[config.mk]
export PLATFORM = sky130hd
export DESIGN_NAME = colocalization_statistics_accumulator
export DESIGN_NICKNAME = d
export VERILOG_FILES = /design/src/rtl/ccsa_pkg.sv /design/src/rtl/colocalization_statistics_accumulator.sv /design/src/rtl/ccsa_front.sv /design/src/rtl/ccsa_queue.sv /design/src/rtl/ccsa_back.sv
export SDC_FILE = /design/constraint.sdc
export NUM_CORES = 2
export LEC_CHECK = 0
export BUFFER_PORTS_ARGS = -buffer_cell sky130_fd_sc_hd__buf_4
export CORE_ASPECT_RATIO = 1.2
export CORE_MARGIN = 2
export CORE_UTILIZATION = 29
export DETAILED_ROUTE_END_ITERATION = 12
export GPL_TIMING_DRIVEN = 0
export PLACE_DENSITY_LB_ADDON = 0.1
export SYNTH_ARGS = -nofsm -noshare
export SYNTH_HDL_FRONTEND = slang
export SYNTH_HIERARCHICAL = 1
export SYNTH_SLANG_ARGS = --single-unit
[constraint.sdc]
create_clock -name clk -period 52.9 [get_ports clk]
set_clock_uncertainty 0.15 [all_clocks]
set_input_delay 5.29 -clock clk [delete_from_list [all_inputs] [get_ports clk]]
set_output_delay 5.29 -clock clk [all_outputs]
set_load 0.01 [all_outputs]
[src/rtl/ccsa_pkg.sv]
package ccsa_pkg;

    // Defaults for the top-level parameters
    localparam int SAMPLE_BITS_DEF     = 8;
    localparam int MAX_VOXELS_LOG2_DEF = 24;

    // Fixed field widths
    localparam int SAMPLE_W        = 8;
    localparam int PRODUCT_W       = 2 * SAMPLE_W;
    localparam int OUT_BITS        = 40;
    localparam int STAT_INDEX_BITS = 5;
    localparam int CFG_INDEX_BITS  = 2;
    localparam int CFG_DATA_BITS   = 8;

    // Totals
    localparam int NUM_STATS = 20;
    localparam int NUM_CNT   = 7;
    localparam int NUM_SUM   = 10;
    localparam int NUM_PROD  = 3;
    localparam logic [STAT_INDEX_BITS-1:0] LAST_STAT_INDEX = STAT_INDEX_BITS'(NUM_STATS - 1);

    // Queue between classifier and accumulator
    localparam int QUEUE_DEPTH = 4;
    localparam int QPTR_BITS   = $clog2(QUEUE_DEPTH);
    localparam int QCNT_BITS   = $clog2(QUEUE_DEPTH + 1);

    // Configuration register indexes
    localparam logic [CFG_INDEX_BITS-1:0] REG_CH1_LOWER = 2'd0;
    localparam logic [CFG_INDEX_BITS-1:0] REG_CH2_LOWER = 2'd1;
    localparam logic [CFG_INDEX_BITS-1:0] REG_CH1_UPPER = 2'd2;
    localparam logic [CFG_INDEX_BITS-1:0] REG_CH2_UPPER = 2'd3;

    // Counter slots
    localparam int CNT_ALL   = 0;
    localparam int CNT_ZERO  = 1;
    localparam int CNT_NZ1   = 2;
    localparam int CNT_NZ2   = 3;
    localparam int CNT_WIN1  = 4;
    localparam int CNT_WIN2  = 5;
    localparam int CNT_COLOC = 6;

    // Intensity sum slots
    localparam int SUM_CH1         = 0;
    localparam int SUM_CH2         = 1;
    localparam int SUM_CH2_NZ1     = 2;
    localparam int SUM_CH1_NZ2     = 3;
    localparam int SUM_CH1_WIN1    = 4;
    localparam int SUM_CH2_WIN2    = 5;
    localparam int SUM_CH1_WIN2    = 6;
    localparam int SUM_CH2_WIN1    = 7;
    localparam int SUM_CH1_COLOC   = 8;
    localparam int SUM_CH2_COLOC   = 9;

    // Product sum slots
    localparam int PROD_AB = 0;
    localparam int PROD_AA = 1;
    localparam int PROD_BB = 2;

    // Input transfer payload
    typedef struct packed {
        logic [SAMPLE_W-1:0] ch1_sample;
        logic [SAMPLE_W-1:0] ch2_sample;
        logic                last_voxel;
    } voxel_t;

    // Result transfer payload
    typedef struct packed {
        logic [STAT_INDEX_BITS-1:0] stat_index;
        logic [OUT_BITS-1:0]        stat_value;
        logic                       last_stat;
    } stat_t;

    // Classified voxel, front to back
    typedef struct packed {
        logic [SAMPLE_W-1:0]  a;
        logic [SAMPLE_W-1:0]  b;
        logic                 nz1;
        logic                 nz2;
        logic                 win1;
        logic                 win2;
        logic                 last;
        logic [PRODUCT_W-1:0] prod_ab;
        logic [PRODUCT_W-1:0] prod_aa;
        logic [PRODUCT_W-1:0] prod_bb;
    } class_t;

    // Queue head handshake toward the back end
    typedef struct packed {
        logic   valid;
        class_t item;
    } qhead_t;

endpackage

[src/rtl/colocalization_statistics_accumulator.sv]
// Streaming two-channel colocalization totals. One voxel transfer is taken per
// clock while voxel_ready is high; a voxel goes through the classifier register
// and then the four-entry queue before the accumulator add. The
// voxel marked last is added, then all twenty totals are copied to a result
// bank and the accumulators restart from zero, so voxels keep flowing while
// the bank is read out as twenty result transfers, one per cycle that
// stat_ready is high. A second last voxel waits at the queue head until the
// bank has sent its final total; the queue and classifier absorb four voxels
// behind it before voxel_ready drops. Windows are inclusive; lower above upper
// gives an empty window. Thresholds reset to lower 0 and upper 255 and should
// be written only while the block is idle; cfg_ready is always high. Every
// total saturates at its counter width (at most 40 bits).
module colocalization_statistics_accumulator
#(
    parameter int SAMPLE_BITS     = ccsa_pkg::SAMPLE_BITS_DEF,
    parameter int MAX_VOXELS_LOG2 = ccsa_pkg::MAX_VOXELS_LOG2_DEF
)
(
    input  logic                                 clk,
    input  logic                                 rst_n,
    input  logic                                 cfg_valid,
    output logic                                 cfg_ready,
    input  logic [ccsa_pkg::CFG_INDEX_BITS-1:0]  cfg_index,
    input  logic [ccsa_pkg::CFG_DATA_BITS-1:0]   cfg_data,
    input  logic                                 voxel_valid,
    output logic                                 voxel_ready,
    input  ccsa_pkg::voxel_t                     voxel,
    output logic                                 stat_valid,
    input  logic                                 stat_ready,
    output ccsa_pkg::stat_t                      stat
);

    logic              push_valid, push_ready, pop;
    ccsa_pkg::class_t  push_item;
    ccsa_pkg::qhead_t  head;

    assign cfg_ready = 1'b1;

    // Classifier and thresholds
    ccsa_front u_front
    (
        .clk         (clk),
        .rst_n       (rst_n),
        .cfg_valid   (cfg_valid),
        .cfg_index   (cfg_index),
        .cfg_data    (cfg_data),
        .voxel_valid (voxel_valid),
        .voxel_ready (voxel_ready),
        .voxel       (voxel),
        .push_valid  (push_valid),
        .push_ready  (push_ready),
        .push_item   (push_item)
    );

    // Decoupling queue
    ccsa_queue u_queue
    (
        .clk        (clk),
        .rst_n      (rst_n),
        .push_valid (push_valid),
        .push_ready (push_ready),
        .push_item  (push_item),
        .head       (head),
        .pop        (pop)
    );

    // Accumulators and result bank
    ccsa_back
    #(
        .SAMPLE_BITS     (SAMPLE_BITS),
        .MAX_VOXELS_LOG2 (MAX_VOXELS_LOG2)
    )
    u_back
    (
        .clk        (clk),
        .rst_n      (rst_n),
        .head       (head),
        .pop        (pop),
        .stat_valid (stat_valid),
        .stat_ready (stat_ready),
        .stat       (stat)
    );

endmodule

[src/rtl/ccsa_front.sv]
module ccsa_front
(
    input  logic                                 clk,
    input  logic                                 rst_n,
    input  logic                                 cfg_valid,
    input  logic [ccsa_pkg::CFG_INDEX_BITS-1:0]  cfg_index,
    input  logic [ccsa_pkg::CFG_DATA_BITS-1:0]   cfg_data,
    input  logic                                 voxel_valid,
    output logic                                 voxel_ready,
    input  ccsa_pkg::voxel_t                     voxel,
    output logic                                 push_valid,
    input  logic                                 push_ready,
    output ccsa_pkg::class_t                     push_item
);

    logic [ccsa_pkg::SAMPLE_W-1:0] lo1_reg, lo2_reg, hi1_reg, hi2_reg;
    logic                          valid_reg, valid_next;
    ccsa_pkg::class_t              item_reg, item_next;
    logic                          voxel_xfer;

    // Threshold registers
    always_ff @(posedge clk or negedge rst_n)
    begin
        if (!rst_n)
        begin
            lo1_reg <= '0;
            lo2_reg <= '0;
            hi1_reg <= '1;
            hi2_reg <= '1;
        end
        else if (cfg_valid)
        begin
            case (cfg_index)
                ccsa_pkg::REG_CH1_LOWER: lo1_reg <= cfg_data;
                ccsa_pkg::REG_CH2_LOWER: lo2_reg <= cfg_data;
                ccsa_pkg::REG_CH1_UPPER: hi1_reg <= cfg_data;
                ccsa_pkg::REG_CH2_UPPER: hi2_reg <= cfg_data;
                default: ;
            endcase
        end
    end

    // Classify: window compares, nonzero flags, products
    always_comb
    begin
        item_next.a       = voxel.ch1_sample;
        item_next.b       = voxel.ch2_sample;
        item_next.nz1     = (voxel.ch1_sample != '0);
        item_next.nz2     = (voxel.ch2_sample != '0);
        item_next.win1    = (voxel.ch1_sample >= lo1_reg) && (voxel.ch1_sample <= hi1_reg);
        item_next.win2    = (voxel.ch2_sample >= lo2_reg) && (voxel.ch2_sample <= hi2_reg);
        item_next.last    = voxel.last_voxel;
        item_next.prod_ab = ccsa_pkg::PRODUCT_W'(voxel.ch1_sample)
                          * ccsa_pkg::PRODUCT_W'(voxel.ch2_sample);
        item_next.prod_aa = ccsa_pkg::PRODUCT_W'(voxel.ch1_sample)
                          * ccsa_pkg::PRODUCT_W'(voxel.ch1_sample);
        item_next.prod_bb = ccsa_pkg::PRODUCT_W'(voxel.ch2_sample)
                          * ccsa_pkg::PRODUCT_W'(voxel.ch2_sample);
    end

    // Pipeline register: refills in the cycle it drains into the queue
    assign voxel_ready = !valid_reg || push_ready;
    assign voxel_xfer  = voxel_valid && voxel_ready;

    always_comb
    begin
        if (voxel_xfer)
            valid_next = 1'b1;
        else if (push_ready)
            valid_next = 1'b0;
        else
            valid_next = valid_reg;
    end

    always_ff @(posedge clk or negedge rst_n)
    begin
        if (!rst_n)
            valid_reg <= 1'b0;
        else
            valid_reg <= valid_next;
    end

    always_ff @(posedge clk)
    begin
        if (voxel_xfer)
            item_reg <= item_next;
    end

    assign push_valid = valid_reg;
    assign push_item  = item_reg;

endmodule

[src/rtl/ccsa_queue.sv]
module ccsa_queue
(
    input  logic              clk,
    input  logic              rst_n,
    input  logic              push_valid,
    output logic              push_ready,
    input  ccsa_pkg::class_t  push_item,
    output ccsa_pkg::qhead_t  head,
    input  logic              pop
);

    ccsa_pkg::class_t                 slot_reg [ccsa_pkg::QUEUE_DEPTH];
    logic [ccsa_pkg::QPTR_BITS-1:0]   wr_ptr_reg, rd_ptr_reg;
    logic [ccsa_pkg::QCNT_BITS-1:0]   count_reg, count_next;
    logic                             do_push, do_pop;

    assign push_ready = (count_reg != ccsa_pkg::QCNT_BITS'(ccsa_pkg::QUEUE_DEPTH));
    assign do_push    = push_valid && push_ready;
    assign do_pop     = pop && (count_reg != '0);

    assign head.valid = (count_reg != '0);
    assign head.item  = slot_reg[rd_ptr_reg];

    // Occupancy
    always_comb
    begin
        count_next = count_reg;
        if (do_push && !do_pop)
            count_next = count_reg + 1'b1;
        else if (do_pop && !do_push)
            count_next = count_reg - 1'b1;
    end

    always_ff @(posedge clk or negedge rst_n)
    begin
        if (!rst_n)
        begin
            wr_ptr_reg <= '0;
            rd_ptr_reg <= '0;
            count_reg  <= '0;
        end
        else
        begin
            count_reg <= count_next;
            if (do_push)
                wr_ptr_reg <= wr_ptr_reg + 1'b1;
            if (do_pop)
                rd_ptr_reg <= rd_ptr_reg + 1'b1;
        end
    end

    // Storage
    always_ff @(posedge clk)
    begin
        if (do_push)
            slot_reg[wr_ptr_reg] <= push_item;
    end

endmodule

[src/rtl/ccsa_back.sv]
module ccsa_back
#(
    parameter int SAMPLE_BITS     = ccsa_pkg::SAMPLE_BITS_DEF,
    parameter int MAX_VOXELS_LOG2 = ccsa_pkg::MAX_VOXELS_LOG2_DEF
)
(
    input  logic              clk,
    input  logic              rst_n,
    input  ccsa_pkg::qhead_t  head,
    output logic              pop,
    output logic              stat_valid,
    input  logic              stat_ready,
    output ccsa_pkg::stat_t   stat
);

    localparam int CNT_RAW  = MAX_VOXELS_LOG2 + 1;
    localparam int SUM_RAW  = MAX_VOXELS_LOG2 + SAMPLE_BITS;
    localparam int PROD_RAW = MAX_VOXELS_LOG2 + 2 * SAMPLE_BITS;
    localparam int CNT_W  = (CNT_RAW  > ccsa_pkg::OUT_BITS) ? ccsa_pkg::OUT_BITS : CNT_RAW;
    localparam int SUM_W  = (SUM_RAW  > ccsa_pkg::OUT_BITS) ? ccsa_pkg::OUT_BITS : SUM_RAW;
    localparam int PROD_W = (PROD_RAW > ccsa_pkg::OUT_BITS) ? ccsa_pkg::OUT_BITS : PROD_RAW;

    logic [CNT_W-1:0]  cnt_reg  [ccsa_pkg::NUM_CNT];
    logic [CNT_W-1:0]  cnt_next [ccsa_pkg::NUM_CNT];
    logic [SUM_W-1:0]  sum_reg  [ccsa_pkg::NUM_SUM];
    logic [SUM_W-1:0]  sum_next [ccsa_pkg::NUM_SUM];
    logic [PROD_W-1:0] prod_reg [ccsa_pkg::NUM_PROD];
    logic [PROD_W-1:0] prod_next[ccsa_pkg::NUM_PROD];

    logic                               cnt_inc [ccsa_pkg::NUM_CNT];
    logic [ccsa_pkg::SAMPLE_W-1:0]      sum_add [ccsa_pkg::NUM_SUM];
    logic [ccsa_pkg::PRODUCT_W-1:0]     prod_add[ccsa_pkg::NUM_PROD];

    logic [CNT_W:0]  cnt_tmp;
    logic [SUM_W:0]  sum_tmp;
    logic [PROD_W:0] prod_tmp;

    logic [ccsa_pkg::OUT_BITS-1:0]        bank_reg [ccsa_pkg::NUM_STATS];
    logic [ccsa_pkg::OUT_BITS-1:0]        bank_next[ccsa_pkg::NUM_STATS];
    logic                                 busy_reg;
    logic [ccsa_pkg::STAT_INDEX_BITS-1:0] idx_reg;
    logic                                 stat_xfer, bank_free, capture;
    ccsa_pkg::class_t                     it;

    assign it = head.item;

    // Increment selection per total
    always_comb
    begin
        cnt_inc[ccsa_pkg::CNT_ALL]   = 1'b1;
        cnt_inc[ccsa_pkg::CNT_ZERO]  = !it.nz1 && !it.nz2;
        cnt_inc[ccsa_pkg::CNT_NZ1]   = it.nz1;
        cnt_inc[ccsa_pkg::CNT_NZ2]   = it.nz2;
        cnt_inc[ccsa_pkg::CNT_WIN1]  = it.win1;
        cnt_inc[ccsa_pkg::CNT_WIN2]  = it.win2;
        cnt_inc[ccsa_pkg::CNT_COLOC] = it.win1 && it.win2;

        sum_add[ccsa_pkg::SUM_CH1]       = it.a;
        sum_add[ccsa_pkg::SUM_CH2]       = it.b;
        sum_add[ccsa_pkg::SUM_CH2_NZ1]   = it.nz1 ? it.b : '0;
        sum_add[ccsa_pkg::SUM_CH1_NZ2]   = it.nz2 ? it.a : '0;
        sum_add[ccsa_pkg::SUM_CH1_WIN1]  = it.win1 ? it.a : '0;
        sum_add[ccsa_pkg::SUM_CH2_WIN2]  = it.win2 ? it.b : '0;
        sum_add[ccsa_pkg::SUM_CH1_WIN2]  = it.win2 ? it.a : '0;
        sum_add[ccsa_pkg::SUM_CH2_WIN1]  = it.win1 ? it.b : '0;
        sum_add[ccsa_pkg::SUM_CH1_COLOC] = (it.win1 && it.win2) ? it.a : '0;
        sum_add[ccsa_pkg::SUM_CH2_COLOC] = (it.win1 && it.win2) ? it.b : '0;

        prod_add[ccsa_pkg::PROD_AB] = (it.win1 && it.win2) ? it.prod_ab : '0;
        prod_add[ccsa_pkg::PROD_AA] = (it.win1 && it.win2) ? it.prod_aa : '0;
        prod_add[ccsa_pkg::PROD_BB] = (it.win1 && it.win2) ? it.prod_bb : '0;
    end

    // Saturating adds: carry out means the total hit its cap
    always_comb
    begin
        for (int i = 0; i < ccsa_pkg::NUM_CNT; i++)
        begin
            cnt_tmp     = {1'b0, cnt_reg[i]} + (CNT_W+1)'(cnt_inc[i]);
            cnt_next[i] = cnt_tmp[CNT_W] ? '1 : cnt_tmp[CNT_W-1:0];
        end
        for (int i = 0; i < ccsa_pkg::NUM_SUM; i++)
        begin
            sum_tmp     = {1'b0, sum_reg[i]} + (SUM_W+1)'(sum_add[i]);
            sum_next[i] = sum_tmp[SUM_W] ? '1 : sum_tmp[SUM_W-1:0];
        end
        for (int i = 0; i < ccsa_pkg::NUM_PROD; i++)
        begin
            prod_tmp     = {1'b0, prod_reg[i]} + (PROD_W+1)'(prod_add[i]);
            prod_next[i] = prod_tmp[PROD_W] ? '1 : prod_tmp[PROD_W-1:0];
        end
    end

    // Output order of the totals
    always_comb
    begin
        bank_next[0]  = ccsa_pkg::OUT_BITS'(cnt_next[ccsa_pkg::CNT_ALL]);
        bank_next[1]  = ccsa_pkg::OUT_BITS'(cnt_next[ccsa_pkg::CNT_ZERO]);
        bank_next[2]  = ccsa_pkg::OUT_BITS'(sum_next[ccsa_pkg::SUM_CH1]);
        bank_next[3]  = ccsa_pkg::OUT_BITS'(sum_next[ccsa_pkg::SUM_CH2]);
        bank_next[4]  = ccsa_pkg::OUT_BITS'(cnt_next[ccsa_pkg::CNT_NZ1]);
        bank_next[5]  = ccsa_pkg::OUT_BITS'(cnt_next[ccsa_pkg::CNT_NZ2]);
        bank_next[6]  = ccsa_pkg::OUT_BITS'(sum_next[ccsa_pkg::SUM_CH2_NZ1]);
        bank_next[7]  = ccsa_pkg::OUT_BITS'(sum_next[ccsa_pkg::SUM_CH1_NZ2]);
        bank_next[8]  = ccsa_pkg::OUT_BITS'(cnt_next[ccsa_pkg::CNT_WIN1]);
        bank_next[9]  = ccsa_pkg::OUT_BITS'(cnt_next[ccsa_pkg::CNT_WIN2]);
        bank_next[10] = ccsa_pkg::OUT_BITS'(sum_next[ccsa_pkg::SUM_CH1_WIN1]);
        bank_next[11] = ccsa_pkg::OUT_BITS'(sum_next[ccsa_pkg::SUM_CH2_WIN2]);
        bank_next[12] = ccsa_pkg::OUT_BITS'(sum_next[ccsa_pkg::SUM_CH1_WIN2]);
        bank_next[13] = ccsa_pkg::OUT_BITS'(sum_next[ccsa_pkg::SUM_CH2_WIN1]);
        bank_next[14] = ccsa_pkg::OUT_BITS'(cnt_next[ccsa_pkg::CNT_COLOC]);
        bank_next[15] = ccsa_pkg::OUT_BITS'(sum_next[ccsa_pkg::SUM_CH1_COLOC]);
        bank_next[16] = ccsa_pkg::OUT_BITS'(sum_next[ccsa_pkg::SUM_CH2_COLOC]);
        bank_next[17] = ccsa_pkg::OUT_BITS'(prod_next[ccsa_pkg::PROD_AB]);
        bank_next[18] = ccsa_pkg::OUT_BITS'(prod_next[ccsa_pkg::PROD_AA]);
        bank_next[19] = ccsa_pkg::OUT_BITS'(prod_next[ccsa_pkg::PROD_BB]);
    end

    // Pop control: a last voxel waits until the result bank is free
    assign stat_xfer = stat_valid && stat_ready;
    assign bank_free = !busy_reg || (stat_xfer && (idx_reg == ccsa_pkg::LAST_STAT_INDEX));
    assign pop       = head.valid && (!it.last || bank_free);
    assign capture   = pop && it.last;

    // Accumulators
    always_ff @(posedge clk or negedge rst_n)
    begin
        if (!rst_n)
        begin
            for (int i = 0; i < ccsa_pkg::NUM_CNT; i++)
                cnt_reg[i] <= '0;
            for (int i = 0; i < ccsa_pkg::NUM_SUM; i++)
                sum_reg[i] <= '0;
            for (int i = 0; i < ccsa_pkg::NUM_PROD; i++)
                prod_reg[i] <= '0;
        end
        else if (pop)
        begin
            for (int i = 0; i < ccsa_pkg::NUM_CNT; i++)
                cnt_reg[i] <= capture ? '0 : cnt_next[i];
            for (int i = 0; i < ccsa_pkg::NUM_SUM; i++)
                sum_reg[i] <= capture ? '0 : sum_next[i];
            for (int i = 0; i < ccsa_pkg::NUM_PROD; i++)
                prod_reg[i] <= capture ? '0 : prod_next[i];
        end
    end

    // Result bank
    always_ff @(posedge clk)
    begin
        if (capture)
        begin
            for (int i = 0; i < ccsa_pkg::NUM_STATS; i++)
                bank_reg[i] <= bank_next[i];
        end
    end

    // Emission sequencer
    always_ff @(posedge clk or negedge rst_n)
    begin
        if (!rst_n)
        begin
            busy_reg <= 1'b0;
            idx_reg  <= '0;
        end
        else if (capture)
        begin
            busy_reg <= 1'b1;
            idx_reg  <= '0;
        end
        else if (stat_xfer)
        begin
            if (idx_reg == ccsa_pkg::LAST_STAT_INDEX)
                busy_reg <= 1'b0;
            idx_reg <= idx_reg + 1'b1;
        end
    end

    assign stat_valid      = busy_reg;
    assign stat.stat_index = idx_reg;
    assign stat.stat_value = bank_reg[idx_reg];
    assign stat.last_stat  = (idx_reg == ccsa_pkg::LAST_STAT_INDEX);

endmodule

# [Word-level counts from Yosys, hierarchy flattened]
# Memory sizes are Yosys's and may differ from the RTL's.
# Index checks and enable logic that the tools add are counted.
[word_totals] reg_bits=730 ram_bits=1076 in_bits=32 out_inout_bits=49 wordCells=179 memories=2
[op_classes] addsub=25 n_mul=3 order_cmp=4 n_eq_ne=5 n_mux=64 n_reduce_logical=36
[mem_list] memory="u_back.bank_reg" depth=20 width=40 rd=1 rd_ports_with_merged_regs=0 write_ports=20 line="ccsa_back.sv:38" source="logic [ccsa_pkg::OUT_BITS-1:0] bank_reg [ccsa_pkg::NUM_STATS];"
[mem_list] memory="u_queue.slot_reg" depth=4 width=69 rd=1 rd_ports_with_merged_regs=0 write_ports=1 line="ccsa_queue.sv:12" source="ccsa_pkg::class_t slot_reg [ccsa_pkg::QUEUE_DEPTH];"
[op_table] op="32-bit 2-to-1 mux" count=20
[op_table] op="25-bit 2-to-1 mux" count=14
[op_table] op="32-bit by 8-bit adder with 33-bit output" count=10
[op_table] op="40-bit 2-to-1 mux" count=6
[op_table] op="25-bit by 1-bit adder with 26-bit output" count=6
[op_table] op="40-bit by 16-bit adder with 41-bit output" count=3
[op_table] op="8-bit 2-to-1 mux" count=8
[op_table] op="8-bit by 8-bit multiplier with 16-bit output" count=3
[op_table] op="16-bit 2-to-1 mux" count=3
[op_table] op="25-bit by 1-bit adder with 26-bit output, second input constant" count=1
[op_table] op="8-bit >= comparator" count=2
[op_table] op="8-bit less-or-equal comparator" count=2
[op_table] op="8-bit nonzero test" count=2
[op_table] op="1-bit logical AND" count=13
[op_table] op="5-bit 2-to-1 mux" count=2
[op_table] op="2-bit AND reduction" count=5
[op_table] op="1-bit 2-to-1 mux" count=9
[op_table] op="2-bit nonzero test" count=4
[op_table] op="1-bit zero test" count=7
[op_table] op="3-bit 2-to-1 mux" count=2
[op_table] op="5-bit by 1-bit adder with 5-bit output, second input constant" count=1
[op_table] op="5-bit == test, second input constant" count=1
[op_table] op="2-bit by 1-bit adder with 2-bit output, second input constant" count=2
[op_table] op="2-bit == test, second input constant" count=2
[op_table] op="other kinds (7)" count=9

# [Depth between registers and ports, before layout]
[logic_depth] ltp_word=9 mapped_depth=18 ltp_nobuf=16

# [By module]
# The synthesis kept the hierarchy.
[modules_own_cells] mod="ccsa_back" instances=1 cells_per_inst=6832 area_each_um2=69584.2 seq_area_each_um2=34007.6
[modules_own_cells] mod="ccsa_queue" instances=1 cells_per_inst=396 area_each_um2=10442.5 seq_area_each_um2=8463.1
[modules_own_cells] mod="ccsa_front" instances=1 cells_per_inst=924 area_each_um2=9522.9 seq_area_each_um2=2797.7
[modules_own_cells] mod="colocalization_statistics_accumulator" instances=1 cells_per_inst=2 area_each_um2=11.3 seq_area_each_um2=0.0

# [Worst setup path before layout]
# No wires, ideal clock.
[synth_path] kind="input-to-reg" from="input stat_ready" to="memory u_back/bank_reg[0][0] in the netlist's numbering, enable pin" setup_time_ns=1.217 t_arrival_ns=22.923 required_time_ns=51.533 path_slack_ns=28.611 path_stages=7 n_path_buf=2 path_cell_list="a21bo_2 -> o21ai_1 -> clkinv_1 -> nand2_1 -> clkinv_1 -> clkbuf_1 -> buf_1"
[synth_rtl] element="start, declared" line="colocalization_statistics_accumulator.sv:29" source="input logic stat_ready,"
[synth_rtl] element="end, declared" line="ccsa_back.sv:38"

==> results.md <==
Run status:
- The run finished, with violations left.
- The final reports fail on max-capacitance violations, max-slew violations.

Clocking:
- In this run the clock root is driven by a sky130_fd_sc_hd__clkbuf_16.
- After clock tree synthesis, the clock-pin slew on the worst setup and hold paths is roughly 0.060 ns.
- TritonCTS built the clock tree.
- After clock tree synthesis, the repair step resized 0 gates.
- For this design, the CTS-stage hold fixing added 0 buffers.
- In this run, CTS created clock tree buffers numbering roughly 200.
- The clock tree synthesis step divided the H-tree into 4 levels.
- The clock reaches the later pin of the worst-skew pair after between 0.9 and 1 ns.
- The number of clock sinks is approximately 1600.
- The maximum number of buffers from clock root to sink is 4.
- The number of setup buffers added after CTS is 0.

Placed design:
- The placed wire-length estimate is between 300000 and 400000 µm.
- The weighted congestion at the end of routability-driven global placement is around 0.96.
- The instance count after placement with tap cells included is 12300.
- The count of buffers added on input and output ports is 79.

Synthesis:
- By instance count, the leading cell after synthesis is sky130_fd_sc_hd__edfxtp_1.
- The portion of the post-synthesis area used by sequential elements is 0.505.
- The number of synthesized flops with an enable pin is 956.
- The total standard cell area after synthesis is between 80000 and 90000 µm².
- The largest area contributor in the synthesized netlist is sky130_fd_sc_hd__edfxtp_1.
- After synthesis the netlist holds a flip-flop and latch count of about 1600.
- The top cell type's share of synthesized area is 0.321.
- Sorting the synthesized cells by area gives the leading types as sky130_fd_sc_hd__edfxtp_1, sky130_fd_sc_hd__dfrtp_1, sky130_fd_sc_hd__mux4_2.
- The average instance in the mapped netlist occupies between 10 and 15 µm².
- Counting flops with an async set or reset pin after synthesis yields a share of 0.409.
- Ranked by instance count, the synthesized netlist is headed by sky130_fd_sc_hd__edfxtp_1, sky130_fd_sc_hd__nand2_1, sky130_fd_sc_hd__dfrtp_1, sky130_fd_sc_hd__a21oi_1, sky130_fd_sc_hd__nor2_1.
- In this run, distinct cell masters in the synthesized netlist total between 100 and 150.
- Counting every instance in the synthesized netlist gives about 8000.
- The number of warning messages in the yosys log is 6.
- The most used flip-flop cell after synthesis is sky130_fd_sc_hd__edfxtp_1.

Timing:
- Of the available clock period, the critical path in the final layout requires 0.237.
- Static timing analysis puts the maximum clock frequency at 79.8 MHz.
- At the pin with the least slew margin, the transition time is 1.60 ns.
- The number of max-slew violations in the final report came to 65.
- The setup-violating endpoint count in the final report is 0.
- The setup TNS after final layout is 0 ns.
- The count of final hold-check violations was 0.
- Setup repair after global routing left no endpoint under its margin.
- The smallest clock period supported by the final layout is computed as between 10 and 15 ns.
- The headroom to the max-slew limit is -0.0650.

Setup path:
- The startpoint kind of the worst setup timing path is a flip-flop.
- The critical path is of the reg2out type.
- The worst path required time is 47.46 ns.
- The number of cells on the worst reg-to-reg path is 16.
- The worst register-to-register path begins at u_queue/rd_ptr_reg[1].
- In this run the critical register-to-register path is captured at u_back/bank_reg[10][19].
- The worst path arrival time is just over 7 ns.
- The maximum fanout count along the critical path is 10.
- The worst reg-to-reg setup slack is 45.15 ns.
- STA classifies the critical path endpoint as an output port.

GRT:
- For this run, the total global-route usage over all layers was measured as 0.260.
- The via count of the first global-routing pass is just under 70000.
- The global route total overflow is 0.
- The first global-routing pass estimated 567000 µm of wire.
- The initial antenna violation count was between 70 and 80.
- Entering global routing, the biggest net connects 93 pins.

Floorplan:
- In this run the core area contains approximately 220 standard-cell rows.
- For this configuration, the core starts out at a cell density of 0.291.
- In this run the count of I/O pins placed on the die edge is 81.
- The chip width is 511 µm.
- The core outline area is 307000 µm².
- In this run the vertical extent of the chip is 613 µm.
- The total die area is between 300000 and 400000 µm².

Drt:
- The total wire length after detailed routing is 417000 µm.
- The detailed router finished its first iteration with between 7000 and 8000 violations.
- The number of search-and-repair iterations in the first detailed-routing pass is 9.
- The average wire length per cell after detail routing is roughly 33 µm.
- The detailed router placed about 70000 vias in this run.
- The number of vias per cell is 5.56.
- The count of nets left with antenna violations once routing finished came out at 0.
- In the routed design, unresolved DRC markers number 0.

Cells and area:
- The fraction of final layout cells with drive strength greater than 1 is 0.110.
- The register with the most flip-flops in the layout has 615 of them.
- The layout has around 31000 filler cells.
- The net total in the final layout is a little under 9000.
- Once layout is complete, the cells apart from fillers number approximately 13000.
- Relative to the synthesized area, the layout overhead comes to 15.3%.

Power:
- In this run the static leakage power is 42.3 nW.
- The worst-case IR drop observed on VDD is between 0.07 and 0.08 mV.
- The post-layout total power is 0.00739 W.
- The areal power density over the cells is between 70 and 80 nW/µm².

Min path:
- The min-delay analysis places its worst path in the category reg2reg.
- In this run the most critical hold path is launched from u_front/push_item[7].
- The worst hold path was traced through 0 stages.
- For hold timing, the worst endpoint is u_queue/slot_reg[0][7].

Run:
- Max-cap violations in this run came to 7.
power by group:
group | leakage [nW] | total (W) | internal, W | switching [W]
sequential | 18.0 | 0.00218 | 0.00193 | 0.000248
clock | 3.16 | 0.00141 | 0.000827 | 0.000580
combinational | 21.1 | 0.00380 | 0.00106 | 0.00273
total | 42.3 | 0.00739 | 0.00382 | 0.00356
critical path, cell delays in order, from the launching register on:
cell and delay [ns]:
sky130_fd_sc_hd__dfrtp_1 0.39, sky130_fd_sc_hd__clkbuf_1 0.88, sky130_fd_sc_hd__clkbuf_2 0.75, sky130_fd_sc_hd__buf_1 1.10
sky130_fd_sc_hd__nand3_1 0.77, sky130_fd_sc_hd__clkbuf_1 0.47, sky130_fd_sc_hd__o22ai_1 0.85, sky130_fd_sc_hd__nor3_1 0.11
sky130_fd_sc_hd__a21oi_1 0.58, sky130_fd_sc_hd__buf_4 0.24
logic make-up (layout without fill, tap and decap cells):
kind of cell,count (synthesis),count (layout),synth area share
and+or+nand+nor,2715,2715,0.148
AOI/OAI and AO/OA,1794,1794,0.132
xor gates and xnor gates,481,481,0.0470
adders and majority gates,373,373,0.0605
DFF,1617,1617,0.505
buffers and inverters,798,1287,0.0359
muxes,374,374,0.0716
other,2,52,0.0000839
per-stage QoR:
stage	worst slack [ns]	hold slack, ns	util	instance area (µm²)
2_1_floorplan	28.61	0.309	-	89600
3_5_place_dp	41.56	0.331	0.314	96700
4_1_cts	40.60	0.330	0.335	103000
3_3_place_gp	16.21	0.318	0.310	95200
6_report	40.36	0.342	0.336	103000
5_1_grt	40.72	0.367	0.335	103000
worst max-delay path by stage:
stage,from,to,slack (ns),cells after the start
CTS,u_back/idx_reg[1],stat[9],40.60,9
floorplan,stat_ready,u_back/bank_reg[0][0],28.61,7
global route,u_back/idx_reg[1],stat[15],40.72,9
global placement,stat_ready,u_back/bank_reg[4][20],16.21,8
finish,u_back/idx_reg[1],stat[9],40.36,9
detailed placement,u_back/idx_reg[1],stat[9],41.56,9
area by class of cell:
class,count,area (µm²),area share
multi-input combinational,5740,41100,0.398
clock inverter,85,963,0.00933
timing repair buffer,138,1870,0.0182
buffer,483,2140,0.0207
antenna,49,123,0.00119
tap,4050,5070,0.0491
inverter,315,1180,0.0115
clock buffer,266,5500,0.0532
sequential,1617,45300,0.438
metal layers:
layer / wire length (µm) / vias up / GRT usage
met4: 31900 / 10 / 0.183
li1: - / 30900 / -
met1: 157000 / 36100 / 0.300
met3: 26400 / 882 / 0.0443
met5: 65 / - / 0
met2: 201000 / 3025 / 0.439
layout by cell type (no fill, tap or decap), types with 33 or more instances in the layout:
cell	synthesis	final
sky130_fd_sc_hd__dfrtp_1	645	645
sky130_fd_sc_hd__xor2_1	185	185
sky130_fd_sc_hd__buf_1	49	35
sky130_fd_sc_hd__mux4_2	205	205
sky130_fd_sc_hd__edfxtp_1	956	956
sky130_fd_sc_hd__buf_2	37	50
sky130_fd_sc_hd__a21oi_1	582	582
sky130_fd_sc_hd__or3_1	33	33
sky130_fd_sc_hd__a22o_1	161	161
sky130_fd_sc_hd__clkbuf_1	377	349
sky130_fd_sc_hd__nor3_1	175	172
sky130_fd_sc_hd__o22a_1	104	104
sky130_fd_sc_hd__o21a_1	69	69
sky130_fd_sc_hd__a21o_1	75	75
sky130_fd_sc_hd__nand2_1	884	884
sky130_fd_sc_hd__ha_1	273	273
sky130_fd_sc_hd__o21ai_0	301	301
sky130_fd_sc_hd__clkbuf_2	2	76
sky130_fd_sc_hd__clkbuf_16	0	203
sky130_fd_sc_hd__and3_1	251	251
sky130_fd_sc_hd__mux2_2	70	70
sky130_fd_sc_hd__and2_1	190	185
sky130_fd_sc_hd__diode_2	0	49
sky130_fd_sc_hd__nor2b_1	52	51
sky130_fd_sc_hd__and4_1	55	55
sky130_fd_sc_hd__a31oi_1	124	124
sky130_fd_sc_hd__a41oi_1	48	48
sky130_fd_sc_hd__nor4_1	39	38
sky130_fd_sc_hd__mux2i_1	98	98
sky130_fd_sc_hd__nand3_1	300	300
sky130_fd_sc_hd__inv_1	313	313
sky130_fd_sc_hd__nand2b_1	62	62
sky130_fd_sc_hd__fa_1	100	100
sky130_fd_sc_hd__buf_4	8	89
sky130_fd_sc_hd__buf_12	7	38
sky130_fd_sc_hd__nand4_1	91	91
sky130_fd_sc_hd__xnor2_1	296	296
sky130_fd_sc_hd__nor2_1	500	500
(Power assumes the default switching activity.)
